==> src/rtl/core/hwp_pkg.sv <==
// ----------------------------------------------------------------------------
// hwp_pkg
// Types and constants of the hashed weighted picker.
// ----------------------------------------------------------------------------
`default_nettype none
package hwp_pkg;
	localparam logic [63:0] GOLDEN  = 64'h9e3779b97f4a7c15;
	localparam logic [63:0] FMIX_C1 = 64'hff51afd7ed558ccd;
	localparam logic [63:0] FMIX_C2 = 64'hc4ceb9fe1a85ec53;
	localparam logic [18:0] TOTAL_MAX = 19'h7FFFF;

	typedef enum logic [1:0] {
		OP_QUERY  = 2'd0,
		OP_APPEND = 2'd1,
		OP_CLEAR  = 2'd2
	} op_t;

	typedef enum logic [2:0] {
		ST_PICKED   = 3'd0,
		ST_APPENDED = 3'd1,
		ST_REJECTED = 3'd2,
		ST_NONE     = 3'd3,
		ST_CLEARED  = 3'd4
	} status_t;

	typedef enum logic [2:0] {
		REG_PICK_SEED   = 3'd0,
		REG_OFFSET_SEED = 3'd1,
		REG_JITTER      = 3'd2,
		REG_SELECTOR    = 3'd3,
		REG_RESOLUTION  = 3'd4,
		REG_MODE        = 3'd5
	} reg_idx_t;

	typedef enum logic [5:0] {
		S_IDLE  = 6'b000001,
		S_MIX   = 6'b000010,
		S_FMIX  = 6'b000100,
		S_MULHI = 6'b001000,
		S_SCAN  = 6'b010000,
		S_OUT   = 6'b100000
	} state_t;

	typedef enum logic [1:0] {
		PASS_PICK = 2'd0,
		PASS_JX   = 2'd1,
		PASS_JZ   = 2'd2
	} pass_t;
endpackage
`default_nettype wire

==> src/rtl/core/hashed_weighted_pick_with_jitter_top.sv <==
// ----------------------------------------------------------------------------
// hashed_weighted_pick_with_jitter_top
// Hash-based weighted candidate picker with per-axis position jitter.
// ----------------------------------------------------------------------------
// Append and clear transfers finish in the cycle they are taken and their
// result shows in the cycle after. A query runs on one shared 32x32
// multiplier and one 64-bit combine/xor path under a small sequencer: the
// pick hash (5 combines, 9 fmix steps, 2 scaling steps), then a scan of the
// table, one entry per cycle, then, when jitter_limit is nonzero, the x
// jitter chain (4 combines, 9 fmix steps, 2 scaling steps) and the z chain
// (1 more combine, 9 fmix steps, 2 scaling steps), then an output state.
// The scan stops at the chosen entry, so a query takes longer the later
// that entry sits in the table (scan position 1..MAX_CANDIDATES). The
// sequencer returns to idle as the result is written. The input is not
// ready while a query runs, nor while a result waits in the output register
// unless out_ready takes it in that same cycle. The candidate table has no
// reset: only entries below the fill count are read.
`default_nettype none
module hashed_weighted_pick_with_jitter_top
	import hwp_pkg::*;
#(
	parameter int MAX_CANDIDATES = 8
) (
	input  wire logic        clk,
	input  wire logic        arst_n,
	input  wire logic        psel,
	input  wire logic        penable,
	input  wire logic        pwrite,
	input  wire logic [5:0]  paddr,
	input  wire logic [63:0] pwdata,
	output logic      [63:0] prdata,
	output logic             pready,
	input  wire logic        in_valid,
	output logic             in_ready,
	input  wire logic [1:0]  op,
	input  wire logic signed [23:0] cell_x,
	input  wire logic signed [23:0] cell_z,
	input  wire logic signed [23:0] anchor_x,
	input  wire logic signed [23:0] anchor_z,
	input  wire logic [15:0] entry_weight,
	input  wire logic        entry_empty,
	output logic             out_valid,
	input  wire logic        out_ready,
	output logic [2:0]       status,
	output logic [2:0]       chosen_index,
	output logic             spawn_flag,
	output logic signed [24:0] place_x,
	output logic signed [24:0] place_z
);
	localparam int IDXW = (MAX_CANDIDATES > 1) ? $clog2(MAX_CANDIDATES) : 1;
	localparam int CNTW = $clog2(MAX_CANDIDATES + 1);
	localparam int SCW  = (IDXW > 4) ? IDXW : 4;
	localparam int CMPW = ((SCW > CNTW) ? SCW : CNTW) + 1;

	// config registers
	logic [63:0] pick_seed_q, offset_seed_q;
	logic [11:0] jitter_q;
	logic [31:0] selector_q;
	logic [4:0]  resolution_q;
	logic        mode_q;
	logic        cfg_wr;

	assign pready = 1'b1;
	assign cfg_wr = psel & penable & pwrite;

	always_ff @(posedge clk or negedge arst_n) begin
		if (!arst_n) begin
			pick_seed_q   <= '0;
			offset_seed_q <= '0;
			jitter_q      <= '0;
			selector_q    <= 32'd1;
			resolution_q  <= '0;
			mode_q        <= 1'b0;
		end else if (cfg_wr) begin
			case (paddr[5:3])
				REG_PICK_SEED:   pick_seed_q   <= pwdata;
				REG_OFFSET_SEED: offset_seed_q <= pwdata;
				REG_JITTER:      jitter_q      <= pwdata[11:0];
				REG_SELECTOR:    selector_q    <= pwdata[31:0];
				REG_RESOLUTION:  resolution_q  <= pwdata[4:0];
				REG_MODE:        mode_q        <= pwdata[0];
				default: ;
			endcase
		end
	end

	always_comb begin
		case (paddr[5:3])
			REG_PICK_SEED:   prdata = pick_seed_q;
			REG_OFFSET_SEED: prdata = offset_seed_q;
			REG_JITTER:      prdata = {52'd0, jitter_q};
			REG_SELECTOR:    prdata = {32'd0, selector_q};
			REG_RESOLUTION:  prdata = {59'd0, resolution_q};
			REG_MODE:        prdata = {63'd0, mode_q};
			default:         prdata = '0;
		endcase
	end

	// candidate table: running sums and empty marks
	logic [18:0] rw_q [MAX_CANDIDATES];
	logic        em_q [MAX_CANDIDATES];
	logic [CNTW-1:0] count_q;
	logic [18:0]     total_q;

	// sequencer state
	state_t          state_q;
	pass_t           pass_q;
	logic [SCW-1:0]  cnt_q;
	logic [63:0]     h_q, s_q;
	logic [64:0]     acc_q;
	logic [18:0]     roll_q;
	logic [23:0]     cx_q, cz_q, ax_q, az_q;
	logic [2:0]      sel_q;
	logic            spawn_q;
	logic signed [24:0] px_q, pz_q;

	// output register
	logic            ovalid_q;
	logic [2:0]      ostatus_q, oidx_q;
	logic            ospawn_q;
	logic signed [24:0] opx_q, opz_q;

	logic acc_in, out_free;
	assign out_free = ~ovalid_q | out_ready;
	assign in_ready = (state_q == S_IDLE) & out_free;
	assign acc_in   = in_valid & in_ready;

	// combine value mux
	logic [63:0] mval, mixed;
	logic        mix_last;
	always_comb begin
		mval = GOLDEN;
		mix_last = 1'b0;
		case (pass_q)
			PASS_PICK: begin
				mix_last = (cnt_q == SCW'(4));
				case (cnt_q)
					SCW'(0): mval = {32'd0, selector_q};
					SCW'(1): mval = {59'd0, resolution_q};
					SCW'(2): mval = {32'd0, {{8{cx_q[23]}}, cx_q}};
					SCW'(3): mval = {32'd0, {{8{cz_q[23]}}, cz_q}};
					default: mval = {63'd0, mode_q};
				endcase
			end
			PASS_JX: begin
				mix_last = (cnt_q == SCW'(3));
				case (cnt_q)
					SCW'(0): mval = {32'd0, selector_q};
					SCW'(1): mval = {32'd0, {{8{cx_q[23]}}, cx_q}};
					SCW'(2): mval = {32'd0, {{8{cz_q[23]}}, cz_q}};
					default: mval = {63'd0, mode_q};
				endcase
			end
			default: begin
				mix_last = 1'b1;
				mval = GOLDEN;
			end
		endcase
		mixed = h_q ^ (mval + GOLDEN + (h_q << 6) + (h_q >> 2));
	end

	// shared multiplier operand select
	logic [31:0] mul_a, mul_b;
	logic [63:0] mul_p, fconst;
	logic [31:0] mh_m;
	logic [64:0] mh_add;
	logic [64:0] mh_acc1;
	logic [13:0] mh_q;
	logic signed [24:0] offset;

	always_comb begin
		fconst = (cnt_q < SCW'(4)) ? FMIX_C1 : FMIX_C2;
		mh_m   = (pass_q == PASS_PICK) ? {13'd0, total_q} : {19'd0, jitter_q, 1'b0};
		mh_add = (pass_q == PASS_PICK) ? 65'd0 : {2'b00, 1'b1, 62'd0} << 1;
		mul_a  = h_q[31:0];
		mul_b  = mh_m;
		if (state_q == S_FMIX) begin
			case (cnt_q)
				SCW'(2), SCW'(6): begin
					mul_a = h_q[63:32];
					mul_b = fconst[31:0];
				end
				SCW'(3), SCW'(7): begin
					mul_a = h_q[31:0];
					mul_b = fconst[63:32];
				end
				default: begin
					mul_a = h_q[31:0];
					mul_b = fconst[31:0];
				end
			endcase
		end else if (state_q == S_MULHI && cnt_q != '0) begin
			mul_a = h_q[63:32];
		end
		mul_p   = mul_a * mul_b;
		mh_acc1 = {32'd0, acc_q[64:32]} + {1'b0, mul_p};
		mh_q    = mh_acc1[45:32];
		offset  = 25'($signed({1'b0, mh_q})) - 25'($signed({1'b0, jitter_q}));
	end

	logic [18:0] rw_rd;
	logic        em_rd, scan_hit;
	assign rw_rd    = rw_q[cnt_q[IDXW-1:0]];
	assign em_rd    = em_q[cnt_q[IDXW-1:0]];
	assign scan_hit = (roll_q < rw_rd) ||
		(CMPW'(cnt_q) == CMPW'(count_q) - CMPW'(1));

	// append check
	logic [19:0] new_total;
	logic        app_ok;
	assign new_total = {1'b0, total_q} + {4'd0, entry_weight};
	assign app_ok = (entry_weight != '0) && (CMPW'(count_q) < CMPW'(MAX_CANDIDATES))
		&& (new_total <= {1'b0, TOTAL_MAX});

	// table storage, no reset
	always_ff @(posedge clk) begin
		if (acc_in && op == OP_APPEND && app_ok) begin
			rw_q[count_q[IDXW-1:0]] <= new_total[18:0];
			em_q[count_q[IDXW-1:0]] <= entry_empty;
		end
	end

	// payload registers of the sequencer
	always_ff @(posedge clk) begin
		if (acc_in) begin
			cx_q  <= cell_x;
			cz_q  <= cell_z;
			ax_q  <= anchor_x;
			az_q  <= anchor_z;
			h_q   <= pick_seed_q;
		end
		case (state_q)
			S_MIX: begin
				h_q <= mixed;
				if (mix_last && pass_q == PASS_JX)
					s_q <= mixed;
			end
			S_FMIX: begin
				case (cnt_q)
					SCW'(0), SCW'(4), SCW'(8): h_q <= h_q ^ (h_q >> 33);
					SCW'(1), SCW'(5): acc_q <= {1'b0, mul_p};
					SCW'(2), SCW'(6): acc_q <= acc_q + {1'b0, mul_p[31:0], 32'd0};
					default: h_q <= acc_q[63:0] + {mul_p[31:0], 32'd0};
				endcase
			end
			S_MULHI: begin
				if (cnt_q == '0) begin
					acc_q <= {1'b0, mul_p} + mh_add;
				end else begin
					case (pass_q)
						PASS_PICK: roll_q <= mh_acc1[50:32];
						PASS_JX: begin
							px_q <= $signed({ax_q[23], ax_q}) + offset;
							h_q  <= s_q;
						end
						default: pz_q <= $signed({az_q[23], az_q}) + offset;
					endcase
				end
			end
			S_SCAN: begin
				if (scan_hit) begin
					sel_q   <= 3'(cnt_q);
					spawn_q <= ~em_rd;
					px_q    <= $signed({ax_q[23], ax_q});
					pz_q    <= $signed({az_q[23], az_q});
					h_q     <= offset_seed_q;
				end
			end
			default: ;
		endcase
	end

	// sequencer control
	always_ff @(posedge clk or negedge arst_n) begin
		if (!arst_n) begin
			state_q <= S_IDLE;
			pass_q  <= PASS_PICK;
			cnt_q   <= '0;
			count_q <= '0;
			total_q <= '0;
		end else begin
			case (state_q)
				S_IDLE: begin
					cnt_q  <= '0;
					pass_q <= PASS_PICK;
					if (acc_in) begin
						if (op == OP_APPEND && app_ok) begin
							count_q <= count_q + CNTW'(1);
							total_q <= new_total[18:0];
						end else if (op == OP_CLEAR) begin
							count_q <= '0;
							total_q <= '0;
						end else if (op == OP_QUERY && count_q != '0 && total_q != '0) begin
							state_q <= S_MIX;
						end
					end
				end
				S_MIX: begin
					cnt_q <= mix_last ? '0 : cnt_q + SCW'(1);
					if (mix_last)
						state_q <= S_FMIX;
				end
				S_FMIX: begin
					cnt_q <= (cnt_q == SCW'(8)) ? '0 : cnt_q + SCW'(1);
					if (cnt_q == SCW'(8))
						state_q <= S_MULHI;
				end
				S_MULHI: begin
					cnt_q <= (cnt_q == '0) ? SCW'(1) : '0;
					if (cnt_q != '0) begin
						case (pass_q)
							PASS_PICK: state_q <= S_SCAN;
							PASS_JX: begin
								pass_q  <= PASS_JZ;
								state_q <= S_MIX;
							end
							default: state_q <= S_OUT;
						endcase
					end
				end
				S_SCAN: begin
					cnt_q <= scan_hit ? '0 : cnt_q + SCW'(1);
					if (scan_hit) begin
						if (jitter_q == '0) begin
							state_q <= S_OUT;
						end else begin
							pass_q  <= PASS_JX;
							state_q <= S_MIX;
						end
					end
				end
				S_OUT: begin
					if (out_free)
						state_q <= S_IDLE;
				end
				default: state_q <= S_IDLE;
			endcase
		end
	end

	// result register
	always_ff @(posedge clk or negedge arst_n) begin
		if (!arst_n) begin
			ovalid_q <= 1'b0;
		end else if (acc_in && !(op == OP_QUERY && count_q != '0 && total_q != '0)) begin
			ovalid_q <= 1'b1;
		end else if (state_q == S_OUT && out_free) begin
			ovalid_q <= 1'b1;
		end else if (out_ready) begin
			ovalid_q <= 1'b0;
		end
	end

	always_ff @(posedge clk) begin
		if (acc_in) begin
			oidx_q   <= '0;
			ospawn_q <= 1'b0;
			opx_q    <= '0;
			opz_q    <= '0;
			case (op)
				OP_APPEND: ostatus_q <= app_ok ? ST_APPENDED : ST_REJECTED;
				OP_CLEAR:  ostatus_q <= ST_CLEARED;
				OP_QUERY:  ostatus_q <= ST_NONE;
				default:   ostatus_q <= ST_REJECTED;
			endcase
		end else if (state_q == S_OUT && out_free) begin
			ostatus_q <= ST_PICKED;
			oidx_q    <= sel_q;
			ospawn_q  <= spawn_q;
			opx_q     <= px_q;
			opz_q     <= pz_q;
		end
	end

	assign out_valid    = ovalid_q;
	assign status       = ostatus_q;
	assign chosen_index = oidx_q;
	assign spawn_flag   = ospawn_q;
	assign place_x      = opx_q;
	assign place_z      = opz_q;
endmodule
`default_nettype wire

==> config.mk <==
export PLATFORM = sky130hd
export DESIGN_NAME = hashed_weighted_pick_with_jitter_top
export DESIGN_NICKNAME = d
export VERILOG_FILES = /design/src/rtl/core/hwp_pkg.sv /design/src/rtl/core/hashed_weighted_pick_with_jitter_top.sv
export SDC_FILE = /design/constraint.sdc
export NUM_CORES = 2
export LEC_CHECK = 0
export BUFFER_PORTS_ARGS = -buffer_cell sky130_fd_sc_hd__buf_4
export CORE_MARGIN = 2
export CORE_UTILIZATION = 58
export CTS_CLUSTER_SIZE = 25
export DETAILED_ROUTE_END_ITERATION = 10
export GPL_ROUTABILITY_DRIVEN = 0
export GPL_TIMING_DRIVEN = 0
export PLACE_DENSITY = 0.89
export SETUP_SLACK_MARGIN = 0.15
export SYNTH_ARGS = -nofsm -noshare
export SYNTH_HDL_FRONTEND = slang
export SYNTH_SLANG_ARGS = --single-unit
==> constraint.sdc <==
create_clock -name clk -period 14 [get_ports clk]
set_input_delay 1.4 -clock clk [delete_from_list [all_inputs] [get_ports clk]]
set_output_delay 1.4 -clock clk [all_outputs]
set_load 0.005 [all_outputs]
==> out/results.tsv, run 1 <==
metric	value	unit
outcome	stopped before the end	
Fail Step	global routing	
first error	[ERROR GRT-0116] Global routing finished with congestion. Check the congestion regions in the DRC Viewer.	
CTS sink cnt	793	
Yosys warnings	0	
synthesized area	78300	um2
die width	371	um
Synth top area share	0.234	
Yosys reg bits	793	
syn_nets	9623	
Max Buffers Root-to-Sink	3	
row count	134	
Post-Syn Instances	7941	
number of enable flip-flop cells after synthesis	494	
IO Port Bufs	310	
Netlist cell types	98	
most area-hungry cell type in the Yosys netlist	fa_1	
htree depth	3	
dpl cell area	83700	um2
Synth Flop Type	edfxtp_1	
HPWL Detailed	228	mm
register area share after synthesis	0.280	
first-pass GRT wire length	575	mm
I/O Pins	316	
Synth area leaders	fa_1 (23%), edfxtp_1 (19%), ha_1 (9.2%)	
total placed cells including tap cells	10000	
initial core utilization	0.586	
vias in the first global route	85900	
root buf cell	clkbuf_16	
global route overflow	87	
largest net degree at the start of global routing	128	
Die H	371	um
synthesized area per cell	9.86	um2
CTS Buf Count	76	
FFs w/ async S/R, synth	0.270	
Total GRT Usage	0.575	
-- per-stage QoR --
| stage | util | worst slack [ns] | hold WS [ns] |
|---|---|---|---|
| 4_1_cts | 0.678 | -0.513 | 0.459 |
| 3_5_place_dp | 0.626 | -3.91 | 0.451 |
| 3_3_place_gp | 0.623 | -3.21 | 0.445 |
| 2_1_floorplan | - | 0.160 | 0.441 |
-- logic make-up after synthesis --
family,Yosys count,share of synthesized area
xor gates and xnor gates,329,0.0370
other,1,0.0000479
muxes,377,0.0586
DFF,793,0.280
AOI/OAI and AO/OA,1368,0.112
buffers and inverters,1466,0.0705
and+or+nand+nor,2117,0.116
adders and majority gates,1490,0.326
-- what timing repair did --
item | CTS
pin swaps | 191
endpoints found under the setup margin | 48
cloned | 3
resized for setup | 670
endpoints found under the hold margin | 0
hold buffers | 0
setup buffers | 210
-- Yosys cell counts, drive strengths merged (150+ instances only) --
cell type / number
a21o: 150
a21oi: 411
clkbuf: 330
dfrtp: 212
edfxtp: 494
fa: 914
ha: 576
inv: 1084
mux2: 182
nand2: 835
nor2: 787
o21ai: 308
xnor2: 218
-- metal layers --
layer,global-route usage,overflow
met5,0.311,1
met4,0.515,41
met1,0.562,5
met3,0.500,7
met2,0.700,33
==> run 2, diff against run 1 <==
--- a/config.mk
+++ b/config.mk
@@ -7,13 +7,11 @@
 export LEC_CHECK = 0
 export BUFFER_PORTS_ARGS = -buffer_cell sky130_fd_sc_hd__buf_4
 export CORE_MARGIN = 2
-export CORE_UTILIZATION = 58
-export CTS_CLUSTER_SIZE = 25
+export CORE_UTILIZATION = 40
 export DETAILED_ROUTE_END_ITERATION = 10
 export GPL_ROUTABILITY_DRIVEN = 0
 export GPL_TIMING_DRIVEN = 0
-export PLACE_DENSITY = 0.89
-export SETUP_SLACK_MARGIN = 0.15
+export PLACE_DENSITY_LB_ADDON = 0.15
 export SYNTH_ARGS = -nofsm -noshare
 export SYNTH_HDL_FRONTEND = slang
 export SYNTH_SLANG_ARGS = --single-unit
==> constraint.sdc (replaced) <==
create_clock -name clk -period 18.2 [get_ports clk]
set_input_delay 1.82 -clock clk [delete_from_list [all_inputs] [get_ports clk]]
set_output_delay 1.82 -clock clk [all_outputs]
set_load 0.005 [all_outputs]
==> out/results.tsv, run 2 <==
metric	value	unit
outcome	finished with violations	
violated checks	capacitance limit, slew limit	
Synth top area share	0.234	
FMAX	0.0564	GHz
Initial DRT Pass Iterations	8	
Post-Place Setup Slack	-1.39	ns
syn_nets	9623	
DIE AREA	199000	um2
Final period util	0.974	
die width	446	um
CP endpoint kind	register	
Crit Path Max Fanout	10	
Met3 Wirelength	33.1	mm
max reg flops	152	
vias in the first global route	64100	
R2R setup slack	0.47	ns
number of enable flip-flop cells after synthesis	494	
clk_lat worst skew	0.74	ns
FF-to-FF End	pz_q[24]	
DRT Wirelength	313	mm
Hold Violations, Final	0	
DR DRC count	0	
Final #Nets	10000	
1st-iter DRT viols	7521	
Reg2Reg Depth	64	
hold crit path type	reg2reg	
M1 wire length	123	mm
Max Cap Violations	1	
Hold Crit Endpoint	place_x[12]	
first-pass GRT wire length	448	mm
Least-Margin Pin Slew	1.53	ns
share of cells above drive strength 1	0.110	
I/O Pins	316	
CP Data Arrival Time	18.31	ns
largest net degree at the start of global routing	113	
root buf cell	clkbuf_16	
worst hold path depth	2	
Post-Syn Instances	7941	
CP max stage cell	a2111o_1	
Synth Flop Type	edfxtp_1	
Total GRT Usage	0.313	
WL per Instance	28.3	um
Finished Core Util	0.452	
Post-CTS Hold Buffers	0	
CTS tree	yes	
initial core utilization	0.402	
Max stage delay on crit path	0.64	ns
FFs w/ async S/R, synth	0.270	
most area-hungry cell type in the Yosys netlist	fa_1	
vias	63900	
minimum clock period	17.73	ns
HPWL Detailed	258	mm
Reg clk slew, reported paths	0.07	ns
top cells by count, synth	inv_1 (1082), fa_1 (914), nand2_1 (835)	
IO Port Bufs	310	
Yosys reg bits	793	
CTS Buf Count	87	
final setup fails	0	
Final Skew	0.0517	ns
CTS sink cnt	793	
vias per inst	5.77	
critical path required time	18.78	ns
Worst setup SP type	register	
WS Path Type	reg2reg	
Relative slew margins	-0.0189	
count of pins over their slew limit	11	
final antenna-violating net count	0	
synthesized area per cell	9.86	um2
cell with the most instances after synthesis	inv_1	
synthesized area	78300	um2
global route overflow	0	
core footprint	195000	um2
Die H	446	um
Yosys warnings	0	
register area share after synthesis	0.280	
Netlist cell types	98	
WL met2	137	mm
initial antenna violation count	11	
most common cell after layout, fill and taps aside	inv_1	
Area Overhead vs Synth	12.5	%
max layer used	met5	
reg-to-reg startpoint	cnt_q[0]	
htree depth	3	
Max Buffers Root-to-Sink	3	
most frequent cells in the layout	inv_1 (1081), fa_1 (914), nand2_1 (822), nor2_1 (782), ha_1 (574)	
row count	162	
Hold Slack	0.454	ns
hold_sp	place_x[12]	
setup ws final	0.470	ns
Synth area leaders	fa_1 (23%), edfxtp_1 (19%), ha_1 (9.2%)	
[run 2: cell counts after synthesis]
Identical to the previous run, type by type.
[run 2: through the flow]
step	cell area, um2	instances	TNS (ns)
finish	88000	11100	0
global route	88000	11100	-0.00578
CTS	87700	11100	0
detailed placement	84600	10900	-16.36
global placement	83900	10900	-37.72
floorplan	78300	7941	0
[run 2: kinds of logic after synthesis]
group,count (synthesis),synth area share
buffers and inverters,1466,0.0705
AO/OA/AOI/OAI,1368,0.112
XOR/XNOR,329,0.0370
other,1,0.0000479
AND/OR/NAND/NOR,2117,0.116
flip-flops,793,0.280
multiplexers,377,0.0586
adder cells (fa/ha/maj),1490,0.326
[run 2: metal layers]
layer / GRT usage / up-vias
met3: 0.0770 / 803
met1: 0.411 / 32100
li1: - / 27400
met2: 0.477 / 3570
met5: 0 / -
met4: 0.164 / 6
[run 2: area by class of cell]
class	instances	area (um2)
clock inverters	43	546
flip-flops and latches	793	21900
inverters	1085	4080
plain buffers	370	1500
diodes	4	10.0
clock buffers	120	2480
well taps	2624	3280
multi-input cells	5682	51400
repair buffers	346	2880
fillers	18700	107000
[run 2: how the worst max path moves through the flow]
stage / startpoint / endpoint / slack (ns) / cells after the start
3_3_place_gp: cnt_q[2] / pz_q[24] / -2.09 / 66
5_1_grt: cnt_q[0] / px_q[23] / -0.006 / 68
2_1_floorplan: cnt_q[2] / pz_q[24] / 3.22 / 65
6_report: cnt_q[0] / pz_q[24] / 0.47 / 64
3_5_place_dp: cnt_q[2] / px_q[23] / -1.39 / 67
4_1_cts: cnt_q[1] / px_q[23] / 0.006 / 65
[run 2: critical path: cells and delay by family, from the launching register on]
kind / cells / cell delay (ns)
compound gates: 25 / 6.71
buf+inv: 7 / 1.42
fa+ha+maj: 13 / 5.34
xor+xnor: 3 / 0.99
flops: 1 / 0.51
simple gates: 16 / 2.53
[run 2: what timing repair did]
item,4_1_cts,5_1_grt
pin swaps,0,2
buffers inserted,0,6
resized for setup,47,166
setup endpoints to repair,24,22
cloned,0,0
Power of run 2 is left out: the tool's default activity adds up to more than one toggle a clock period on the data nets, which glitch-free logic cannot reach.
